<file path="src/hdl/crc16pd_pkg.sv">
`timescale 1ns / 1ps

package crc16pd_pkg;

    // Result status codes
    typedef enum logic [2:0] {
        ST_BUSY   = 3'd0,
        ST_ACCEPT = 3'd1,
        ST_REJECT = 3'd2,
        ST_BADCRC = 3'd3,
        ST_FLUSH  = 3'd4
    } status_t;

    // Configuration register indexes
    typedef enum logic [1:0] {
        CFG_POLY   = 2'd0,
        CFG_START  = 2'd1,
        CFG_MAXLEN = 2'd2,
        CFG_SPARE  = 2'd3
    } cfg_idx_t;

    localparam logic [15:0] POLY_RESET   = 16'hA001;
    localparam logic [15:0] START_RESET  = 16'hFFFF;
    localparam logic [7:0]  MAXLEN_RESET = 8'd62;
    localparam int          POS_W        = 9;

    typedef struct packed {
        logic [15:0] poly;
        logic [15:0] start;
        logic [7:0]  max_len;
    } cfg_t;

    typedef struct packed {
        status_t     status;
        logic [7:0]  command;
        logic [7:0]  length;
        logic        payload_valid;
        logic [7:0]  payload_index;
        logic [7:0]  payload_byte;
    } result_t;

    // Reflected CRC-16, one byte, LSB first
    function automatic logic [15:0] crc_byte(input logic [15:0] crc,
                                             input logic [7:0]  data,
                                             input logic [15:0] poly);
        logic [15:0] c;
        c = crc ^ {8'h00, data};
        for (int k = 0; k < 8; k++) begin
            c = c[0] ? ((c >> 1) ^ poly) : (c >> 1);
        end
        return c;
    endfunction

endpackage

</file>
<file path="src/hdl/crc16pd_parser.sv">
`timescale 1ns / 1ps

module crc16pd_parser (
    input  logic                 aclk,
    input  logic                 aresetn,
    input  logic                 step_en,
    input  logic                 mode,
    input  logic [7:0]           data_byte,
    input  crc16pd_pkg::cfg_t    cfg,
    output crc16pd_pkg::result_t result
);

    localparam int PW = crc16pd_pkg::POS_W;

    logic [PW-1:0] frame_position_reg, frame_position_next;
    logic [15:0]   running_crc_reg, running_crc_next;
    logic [7:0]    frame_command_reg, frame_command_next;
    logic [7:0]    frame_length_reg, frame_length_next;

    logic [PW-1:0] crc_pos;
    logic [PW-1:0] pos_m2;
    logic [15:0]   crc_upd;

    assign crc_pos = PW'(2) + {1'b0, frame_length_reg};
    assign pos_m2  = frame_position_reg - PW'(2);
    assign crc_upd = crc16pd_pkg::crc_byte(running_crc_reg, data_byte, cfg.poly);

    always_comb begin
        frame_position_next   = frame_position_reg;
        running_crc_next      = running_crc_reg;
        frame_command_next    = frame_command_reg;
        frame_length_next     = frame_length_reg;
        result.status         = crc16pd_pkg::ST_BUSY;
        result.payload_valid  = 1'b0;
        result.payload_index  = 8'd0;
        result.payload_byte   = 8'd0;

        priority if (mode) begin
            frame_position_next = '0;
            running_crc_next    = cfg.start;
            result.status       = crc16pd_pkg::ST_FLUSH;
        end else if (frame_position_reg == PW'(0)) begin
            frame_command_next  = data_byte;
            running_crc_next    = crc_upd;
            frame_position_next = PW'(1);
        end else if (frame_position_reg == PW'(1)) begin
            frame_length_next   = data_byte;
            running_crc_next    = crc_upd;
            frame_position_next = PW'(2);
        end else if (frame_position_reg < crc_pos) begin
            if (frame_position_reg == PW'(2) && frame_length_reg > cfg.max_len) begin
                // oversized frame: this byte is dropped
                frame_position_next = '0;
                running_crc_next    = cfg.start;
                result.status       = crc16pd_pkg::ST_REJECT;
            end else begin
                running_crc_next     = crc_upd;
                result.payload_valid = 1'b1;
                result.payload_index = pos_m2[7:0];
                result.payload_byte  = data_byte;
                frame_position_next  = frame_position_reg + PW'(1);
            end
        end else if (frame_position_reg == crc_pos) begin
            if (data_byte != running_crc_reg[15:8]) begin
                frame_position_next = '0;
                running_crc_next    = cfg.start;
                result.status       = crc16pd_pkg::ST_BADCRC;
            end else begin
                frame_position_next = frame_position_reg + PW'(1);
            end
        end else begin
            result.status = (data_byte != running_crc_reg[7:0]) ?
                            crc16pd_pkg::ST_BADCRC : crc16pd_pkg::ST_ACCEPT;
            frame_position_next = '0;
            running_crc_next    = cfg.start;
        end

        result.command = frame_command_next;
        result.length  = frame_length_next;
    end

    always_ff @(posedge aclk) begin
        if (!aresetn) begin
            frame_position_reg <= '0;
            running_crc_reg    <= crc16pd_pkg::START_RESET;
            frame_command_reg  <= 8'd0;
            frame_length_reg   <= 8'd0;
        end else if (step_en) begin
            frame_position_reg <= frame_position_next;
            running_crc_reg    <= running_crc_next;
            frame_command_reg  <= frame_command_next;
            frame_length_reg   <= frame_length_next;
        end
    end

endmodule

</file>
<file path="src/hdl/crc16_packet_deframer_top.sv">
`timescale 1ns / 1ps
// CRC-16 checked packet deframer.
// Input channel (s_valid/s_ready): one transaction per received byte
// (s_mode = 0, byte on s_data_byte) or an idle poll (s_mode = 1) that
// flushes any partial frame. Frames are: command, length, payload,
// CRC high byte, CRC low byte; the reflected CRC covers command, length
// and payload.
// Result channel (m_valid/m_ready): exactly one transaction per input
// transaction: status, current command and length, and the payload byte
// with its index when the byte was payload.
// Latency: a result is presented the cycle after its input is taken.
// Throughput: one byte per cycle unless stalled; the byte-wide CRC update
// and frame position compare lie between parser state and result reg.
// Stall: the result register holds a pending result while m_ready is low;
// s_ready drops only while a result is held and not being taken.
// Config channel (cfg_valid/cfg_ready): always ready; index 0 polynomial,
// 1 start value, 2 max payload length. Write only while idle.
// Reset (aresetn, sync, active low): parser at frame start, CRC at the
// default start value, registers at their defaults, no result pending.

module crc16_packet_deframer_top (
    input  logic        aclk,
    input  logic        aresetn,
    // byte input
    input  logic        s_valid,
    output logic        s_ready,
    input  logic        s_mode,
    input  logic [7:0]  s_data_byte,
    // result output
    output logic        m_valid,
    input  logic        m_ready,
    output logic [2:0]  m_status,
    output logic [7:0]  m_command,
    output logic [7:0]  m_length,
    output logic        m_payload_valid,
    output logic [7:0]  m_payload_index,
    output logic [7:0]  m_payload_byte,
    // configuration writes
    input  logic        cfg_valid,
    output logic        cfg_ready,
    input  logic [1:0]  cfg_index,
    input  logic [15:0] cfg_data
);

    crc16pd_pkg::cfg_t    cfg_reg;
    crc16pd_pkg::result_t result;
    crc16pd_pkg::result_t res_reg;
    logic                 m_valid_reg;
    logic                 in_fire;

    assign cfg_ready = 1'b1;
    assign s_ready   = !m_valid_reg || m_ready;
    assign in_fire   = s_valid && s_ready;

    // configuration registers
    always_ff @(posedge aclk) begin
        if (!aresetn) begin
            cfg_reg.poly    <= crc16pd_pkg::POLY_RESET;
            cfg_reg.start   <= crc16pd_pkg::START_RESET;
            cfg_reg.max_len <= crc16pd_pkg::MAXLEN_RESET;
        end else if (cfg_valid) begin
            unique case (crc16pd_pkg::cfg_idx_t'(cfg_index))
                crc16pd_pkg::CFG_POLY:   cfg_reg.poly    <= cfg_data;
                crc16pd_pkg::CFG_START:  cfg_reg.start   <= cfg_data;
                crc16pd_pkg::CFG_MAXLEN: cfg_reg.max_len <= cfg_data[7:0];
                default: ;  // unused index, write ignored
            endcase
        end
    end

    crc16pd_parser u_parser (
        .aclk      (aclk),
        .aresetn   (aresetn),
        .step_en   (in_fire),
        .mode      (s_mode),
        .data_byte (s_data_byte),
        .cfg       (cfg_reg),
        .result    (result)
    );

    // result register: loads on every accepted input
    always_ff @(posedge aclk) begin
        if (!aresetn) begin
            m_valid_reg <= 1'b0;
        end else if (in_fire) begin
            m_valid_reg <= 1'b1;
        end else if (m_ready) begin
            m_valid_reg <= 1'b0;
        end
    end

    always_ff @(posedge aclk) begin
        if (in_fire) begin
            res_reg <= result;
        end
    end

    assign m_valid         = m_valid_reg;
    assign m_status        = res_reg.status;
    assign m_command       = res_reg.command;
    assign m_length        = res_reg.length;
    assign m_payload_valid = res_reg.payload_valid;
    assign m_payload_index = res_reg.payload_index;
    assign m_payload_byte  = res_reg.payload_byte;

`ifndef SYNTHESIS
    // a held result must back-pressure the input
    a_stall_blocks: assert property (@(posedge aclk) disable iff (!aresetn)
        m_valid && !m_ready |-> !s_ready)
        else $error("input taken while result stalled");

    // every accepted input yields a result next cycle
    a_result_follows: assert property (@(posedge aclk) disable iff (!aresetn)
        s_valid && s_ready |=> m_valid)
        else $error("missing result after input transaction");

    // payload bytes never carry a terminal status
    a_payload_busy: assert property (@(posedge aclk) disable iff (!aresetn)
        m_valid && m_payload_valid |-> m_status == crc16pd_pkg::ST_BUSY)
        else $error("payload byte with non-busy status");

    // non-payload results show zero index and byte
    a_payload_zero: assert property (@(posedge aclk) disable iff (!aresetn)
        m_valid && !m_payload_valid |-> m_payload_index == 8'd0 && m_payload_byte == 8'd0)
        else $error("stale payload fields");
`endif

endmodule
</file>
<file path="config.mk">
export PLATFORM = sky130hd
export DESIGN_NAME = crc16_packet_deframer_top
export DESIGN_NICKNAME = d
export VERILOG_FILES = /design/src/hdl/crc16pd_pkg.sv /design/src/hdl/crc16pd_parser.sv /design/src/hdl/crc16_packet_deframer_top.sv
export SDC_FILE = /design/constraint.sdc
export NUM_CORES = 1
export LEC_CHECK = 0
export ABC_AREA = 0
export BUFFER_PORTS_ARGS = -buffer_cell sky130_fd_sc_hd__buf_2
export CORE_UTILIZATION = 30
export CTS_BUF_LIST = sky130_fd_sc_hd__clkbuf_4
export DETAILED_ROUTE_END_ITERATION = 6
export GPL_TIMING_DRIVEN = 0
export SLEW_MARGIN = 20
export SYNTH_ARGS = -nofsm -noshare
export SYNTH_HDL_FRONTEND = slang
export SYNTH_SLANG_ARGS = --single-unit
</file>
<file path="constraint.sdc">
create_clock -name aclk -period 4.1 [get_ports aclk]
set_input_delay 1.025 -clock aclk [delete_from_list [all_inputs] [get_ports aclk]]
set_output_delay 1.025 -clock aclk [all_outputs]
set_load 0.1 [all_outputs]
</file>
==> results of run 1 <==
[power breakdown]
part	internal (mW)	switching, mW	total [mW]
logic	0.992	1.35	2.34
registers	1.29	0.0823	1.37
clock network	0.500	0.521	1.02
[synth_stat cells (4+ instances only)]
| cell type | instances | area [µm²] |
|---|---|---|
| o21a_1 | 7 | 52.6 |
| nand4_1 | 4 | 25.0 |
| xnor2_1 | 76 | 666 |
| o211ai_1 | 7 | 52.6 |
| xnor3_1 | 13 | 293 |
| and3_1 | 5 | 31.3 |
| xnor2_2 | 8 | 130 |
| o22ai_1 | 12 | 75.1 |
| or3_1 | 10 | 62.6 |
| mux2i_1 | 18 | 180 |
| nor2_1 | 47 | 176 |
| buf_2 | 13 | 65.1 |
| nand2_2 | 7 | 43.8 |
| ha_1 | 24 | 300 |
| a21oi_1 | 51 | 255 |
| inv_1 | 22 | 82.6 |
| nor3_1 | 20 | 100 |
| dfxtp_1 | 82 | 1640 |
| o21ai_0 | 20 | 100 |
| and2_1 | 10 | 62.6 |
| mux2_2 | 15 | 169 |
| or2_2 | 4 | 25.0 |
| nand3_1 | 53 | 265 |
| nor2b_1 | 7 | 43.8 |
| xor2_1 | 31 | 272 |
| clkbuf_1 | 40 | 150 |
| nand2_1 | 214 | 803 |
| nor4_1 | 6 | 37.5 |
| edfxtp_1 | 36 | 1080 |
[worst max path at each step]
stage,end,slack (ns),cells past startpoint
floorplan,u_parser.running_crc_reg[13],0.03,15
global placement,u_parser.running_crc_reg[10],-0.51,14
detailed placement,u_parser.running_crc_reg[10],-0.51,15
CTS,u_parser.running_crc_reg[10],0.09,14
global route,u_parser.running_crc_reg[10],0.002,14
finish,u_parser.running_crc_reg[10],0.07,14
[through the flow]
| step | cells | worst slack (ns) | instance area [µm²] | total power [mW] |
|---|---|---|---|---|
| finish | 1378 | 0.0661 | 9160 | 4.73 |
| detailed placement | 1340 | -0.511 | 8720 | 3.65 |
| global placement | 1339 | -0.505 | 8690 | 3.64 |
| floorplan | 938 | 0.0295 | 7940 | 3.18 |
| global route | 1378 | 0.00196 | 9160 | 4.96 |
| CTS | 1372 | 0.0907 | 9060 | 4.68 |
[final cells by class]
type / instances / area (µm²) / share of cell area
diodes: 1 / 2.50 / 0.000273
plain buffers: 60 / 284 / 0.0310
clock buffers: 17 / 128 / 0.0139
clock inverters: 15 / 216 / 0.0236
inverters: 24 / 90.1 / 0.00984
multi-input cells: 736 / 4900 / 0.535
flip-flops and latches: 118 / 2720 / 0.297
well taps: 335 / 419 / 0.0458
repair buffers: 72 / 395 / 0.0432
[worst reg2reg max path, delay by kind of cell (launching register included)]
family                 cells  cell delay, ns
XOR/XNOR                   7            2.15
AND/OR/NAND/NOR            4            0.78
flip-flops                 1            0.62
buffers and inverters      1            0.21
AO/OA/AOI/OAI              1            0.10
[repair_timing]
action	4_1_cts	5_1_grt
setup buffers	0	5
endpoints found under the setup margin	0	14
resized for setup	0	12
[cell families (layout without fill, tap and decap cells)]
group	after synthesis	after routing	share of synthesized area
AND/OR/NAND/NOR	404	404	0.230
AO/OA/AOI/OAI	142	142	0.116
XOR/XNOR	132	132	0.182
flip-flops	118	118	0.344
buffers and inverters	84	188	0.0452
multiplexers	33	33	0.0441
adder cells (fa/ha/maj)	24	24	0.0379
other	1	2	0.000474
[routing by layer]
metal  wire, µm  track usage  up-vias
met1      10900        0.242     3331
met4        344       0.0475        0
li1           -            -     3400
met3       1340       0.0304       27
met2      10500        0.278      219
met5          0            0        -
==> run summary, run 1 <==
outcome: complete, no violations
# clock sinks: 118
Max VDD drop: 230 µV
most frequent cells in the layout: nand2_1 (214), dfxtp_1 (82), buf_2 (76), xnor2_1 (76), nand3_1 (53)
worst path required time: 4.53 ns
clock latency on the worst-skew pair: 0.56 ns
Root Buffer: clkbuf_4
Crit. End Element: flop
core area: 26000 µm²
Vias: 6977
Slew Limit Fails: 0
worst hold slack: 0.479 ns
Post-synth EDFFs: 36
Synth cell types: 77
Post-Syn Area per Cell: 8.44 µm²
FFs w/ async S/R, synth: 0
Clock Skew: 0.0305 ns
Yosys warning total: 0
average wire per standard cell: 16.7 µm
cells after synthesis: 938
LEAKAGE: 3.68 nW
drt initial violations: 579
CP startpoint kind: input port
CTS Hold Buffers Added: 0
antenna-violating nets left: 0
drt total wl: 23000 µm
GR Overflow Total: 0
Layout area overhead: 15.6%
Reg2Reg Setup Slack: 0.13 ns
H-tree depth: 4
final core occ: 0.352
r2r startpoint: u_parser.running_crc_reg[0]
PwrDens: 517 nW/µm²
Starting Density: 0.305
hold crit path type: reg -> reg
vias in the first global route: 6425
largest net degree at the start of global routing: 27
CP dominant cell by count: xnor2_2
worst path bufs/invs: 2
Placement Rows: 59
max reg flops: 40
GP Congestion: 0.892
initial antenna violation count: 1
global-route wire length before repair: 35900 µm
clk slew on worst S/H paths: 0.14 ns
Crit Path Class: in -> reg
Buffers on Ports: 66
Num CTS Buffers: 17
f_max: 0.248 GHz
ys flop type: dfxtp_1
Worst Setup SP: s_data_byte[0]
min Tclk post-route: 4.03 ns
register bit total from synthesis: 118
worst rel slew slack: 0.360
R2R depth: 13
RSZ-0062 raised after global routing: no
CP arrival: 4.47 ns
delay-heaviest family, CP: XOR/XNOR gates
Ports: 71
commonest non-fill, non-tap cell in the layout: nand2_1
fraction of layout cells with a size suffix above 1: 0.171
Filler cells: 2760
DPL Wire Length: 17300 µm
vias per cell: 5.06
DR pass1 iterations: 7
TritonCTS clock tree: done
Final setup violation count: 0
Die ar.: 27100 µm²
# nets final: 1085
Horiz. Die Dim: 164 µm
slowest CP cell: or3_4
reg2reg end: u_parser.running_crc_reg[10]
CP Cell Sequence: buf_4, xor2_4, buf_4, nand2_1, xnor2_2, or3_4, nand3_2, xnor3_2, xnor2_2, xnor2_2, nand2_1, xnor3_1, xnor2_1, a22oi_1
Residual DRC: 0
worst slew pin tran: 0.958 ns
post-route setup TNS: 0 ns
WHS Endpoint: cfg_reg[7]
Hold Startpoint: cfg_reg[7]
Worst Path Max Fanout: 10
Final Cycle Share: 0.984
syn_nets: 994
Max Cap Viol: 0
Die Span Y: 164 µm
Seq/Total Area, Yosys: 0.344
Syn Std Cell Area: 7920 µm²
endpoints failing hold: 0
all-layer global routing usage: 0.174
Worst Hold Path Cells: 2
CP peak stage delay: 0.45 ns
Max clock buf depth: 2
(Power assumes the default switching activity.)
==> run 2, diff against run 1 <==
- CORE_MARGIN: unset -> 2
==> run summary, run 2 (synthesis results as in run 1) <==
outcome: complete, no violations
Starting Density: 0.305 (unchanged)
final setup margin: 0.138 ns (+0.0721 ns)
DPL Wire Length: 17500 µm (+1.1%)
Root Buffer: clkbuf_4
antenna-violating nets left: 0 (unchanged)
Final Cycle Share: 0.966 (-0.0176)
Worst Setup SP: s_data_byte[1]
# nets final: 1084 (-0.092%)
CP startpoint kind: input port
final std cells w/o fill: 1377 (-0.073%)
Die ar.: 27700 µm² (+2.4%)
clk slew on worst S/H paths: 0.15 ns (about the same)
worst hold slack: 0.466 ns (-0.0130 ns)
largest net degree at the start of global routing: 24 (-11%)
Clock Skew: 0.0312 ns (+0.000671 ns)
DR pass1 iterations: 6 (-1)
Vias: 6928 (-0.70%)
area post-placement: 8720 µm² (unchanged)
design area: 9160 µm² (unchanged)
Power, Total: 4.66 mW (-1.5%)
initial antenna violation count: 1 (unchanged)
global-route wire length before repair: 36200 µm (+0.84%)
# clock sinks: 118 (unchanged)
r2r startpoint: u_parser.running_crc_reg[0]
most frequent cells in the layout: nand2_1 (214), dfxtp_1 (82), buf_2 (76)
core area: 26000 µm² (unchanged)
GR Overflow Total: 0 (unchanged)
Ports: 71 (unchanged)
worst path required time: 4.54 ns (about the same)
Slew Limit Fails: 0 (unchanged)
H-tree depth: 4 (unchanged)
vias in the first global route: 6339 (-1.3%)
DP Worst Slack: -0.575 ns (-0.0639 ns)
vias per cell: 5.03 (-0.63%)
Horiz. Die Dim: 166 µm (+1.2%)
Hold Startpoint: cfg_reg[6]
clock latency on the worst-skew pair: 0.57 ns (about the same)
Filler cells: 2730 (-1.1%)
Worst Path Max Fanout: 10 (unchanged)
Layout area overhead: 15.6% (unchanged)
Max VDD drop: 184 µV (-20%)
endpoints failing hold: 0 (unchanged)
drt total wl: 23400 µm (+1.7%)
all-layer global routing usage: 0.165 (-0.00938)
GP Congestion: 0.873 (-2.2%)
average wire per standard cell: 17.0 µm (+1.8%)
Buffers on Ports: 66 (unchanged)
Final setup violation count: 0 (unchanged)
f_max: 0.252 GHz (+1.8%)
TritonCTS clock tree: done
Placement Rows: 59 (unchanged)
Crit. End Element: flop
commonest non-fill, non-tap cell in the layout: nand2_1
Num CTS Buffers: 17 (unchanged)
Max clock buf depth: 2 (unchanged)
hold crit path type: reg -> reg
CTS Hold Buffers Added: 0 (unchanged)
Residual DRC: 0 (unchanged)
PwrDens: 509 nW/µm² (-1.5%)
worst slew pin tran: 1.01 ns (+0.0524 ns)
Crit Path Class: in -> reg
fraction of layout cells with a size suffix above 1: 0.175 (+0.00401)
Max Cap Viol: 0 (unchanged)
LEAKAGE: 3.68 nW (-0.22%)
CP arrival: 4.40 ns (-0.07 ns)
Die Span Y: 166 µm (+1.2%)
max reg flops: 40 (unchanged)
min Tclk post-route: 3.96 ns (-0.0721 ns)
drt initial violations: 386 (-33%)
Cells after DPL: 1340 (unchanged)
worst rel slew slack: 0.325 (-0.0350)
## run 2: cell count changes in the layout (fill, tap and decap cells not counted)
cell | previous run | this run
inv_8 | 1 | 7
inv_4 | 1 | 0
mux2i_1 | 18 | 16
xnor2_1 | 76 | 73
mux2i_2 | 0 | 2
clkinv_8 | 0 | 3
buf_4 | 10 | 9
clkinv_4 | 5 | 1
bufinv_16 | 4 | 0
xnor2_4 | 4 | 6
xnor2_2 | 5 | 6
## run 2: per-layer routing
layer / up-vias / global-route usage / wire, µm
li1: 3407 / - / -
met1: 3303 / 0.232 / 11200
met2: 191 / 0.257 / 10600
met3: 27 / 0.0314 / 1180
met4: 0 / 0.0502 / 478
met5: - / 0 / 0
## run 2: path summary, 6_finish.rpt
path | endpoint | slack, ns | depth (start not counted)
worst max-delay path | u_parser.running_crc_reg[10] | 0.14 | 15
worst min-delay path | cfg_reg[6] | 0.47 | 2
worst max register to register | u_parser.running_crc_reg[10] | 0.22 | 14
worst min register to register | cfg_reg[6] | 0.47 | 2
## run 2: where the power goes
group / internal, mW / switching (mW)
clock: 0.290 / 0.588
sequential: 1.29 / 0.0808
combinational: 1.03 / 1.38
total: 2.61 / 2.05
## run 2: worst max-delay path, stage by stage
cell	delay [ns]
buf_2	0.28
xor2_1	0.30
nand3_1	0.17
and2_1	0.20
buf_2	0.18
nand2_1	0.10
xnor2_1	0.17
xnor3_2	0.57
xor2_1	0.20
xnor2_1	0.16
a22oi_2	0.25
buf_6	0.22
mux2i_1	0.29
xnor2_2	0.18
a22oi_1	0.09
## run 2: final cells by class
type | count | area, µm² | area share
tap | 335 | 419 | 0.0458
clock buffer | 17 | 128 | 0.0139
timing repair buffer | 71 | 388 | 0.0424
buffer | 60 | 284 | 0.0310
inverter | 24 | 90.1 | 0.00984
clock inverter | 15 | 171 | 0.0187
antenna | 1 | 2.50 | 0.000273
sequential | 118 | 2720 | 0.297
multi-input combinational | 736 | 4950 | 0.541
## run 2: what timing repair did
item | 4_1_cts | 5_1_grt
resized for setup | 0 | 19
setup endpoints to repair | 0 | 12
setup buffers | 0 | 4
## run 2: through the flow
stage	setup TNS, ns	util
final	0	0.352
after global routing	-0.0205	0.352
after CTS	0	0.347
after detailed placement	-7.51	0.336
after global placement	-6.98	0.334
after floorplan	0	-
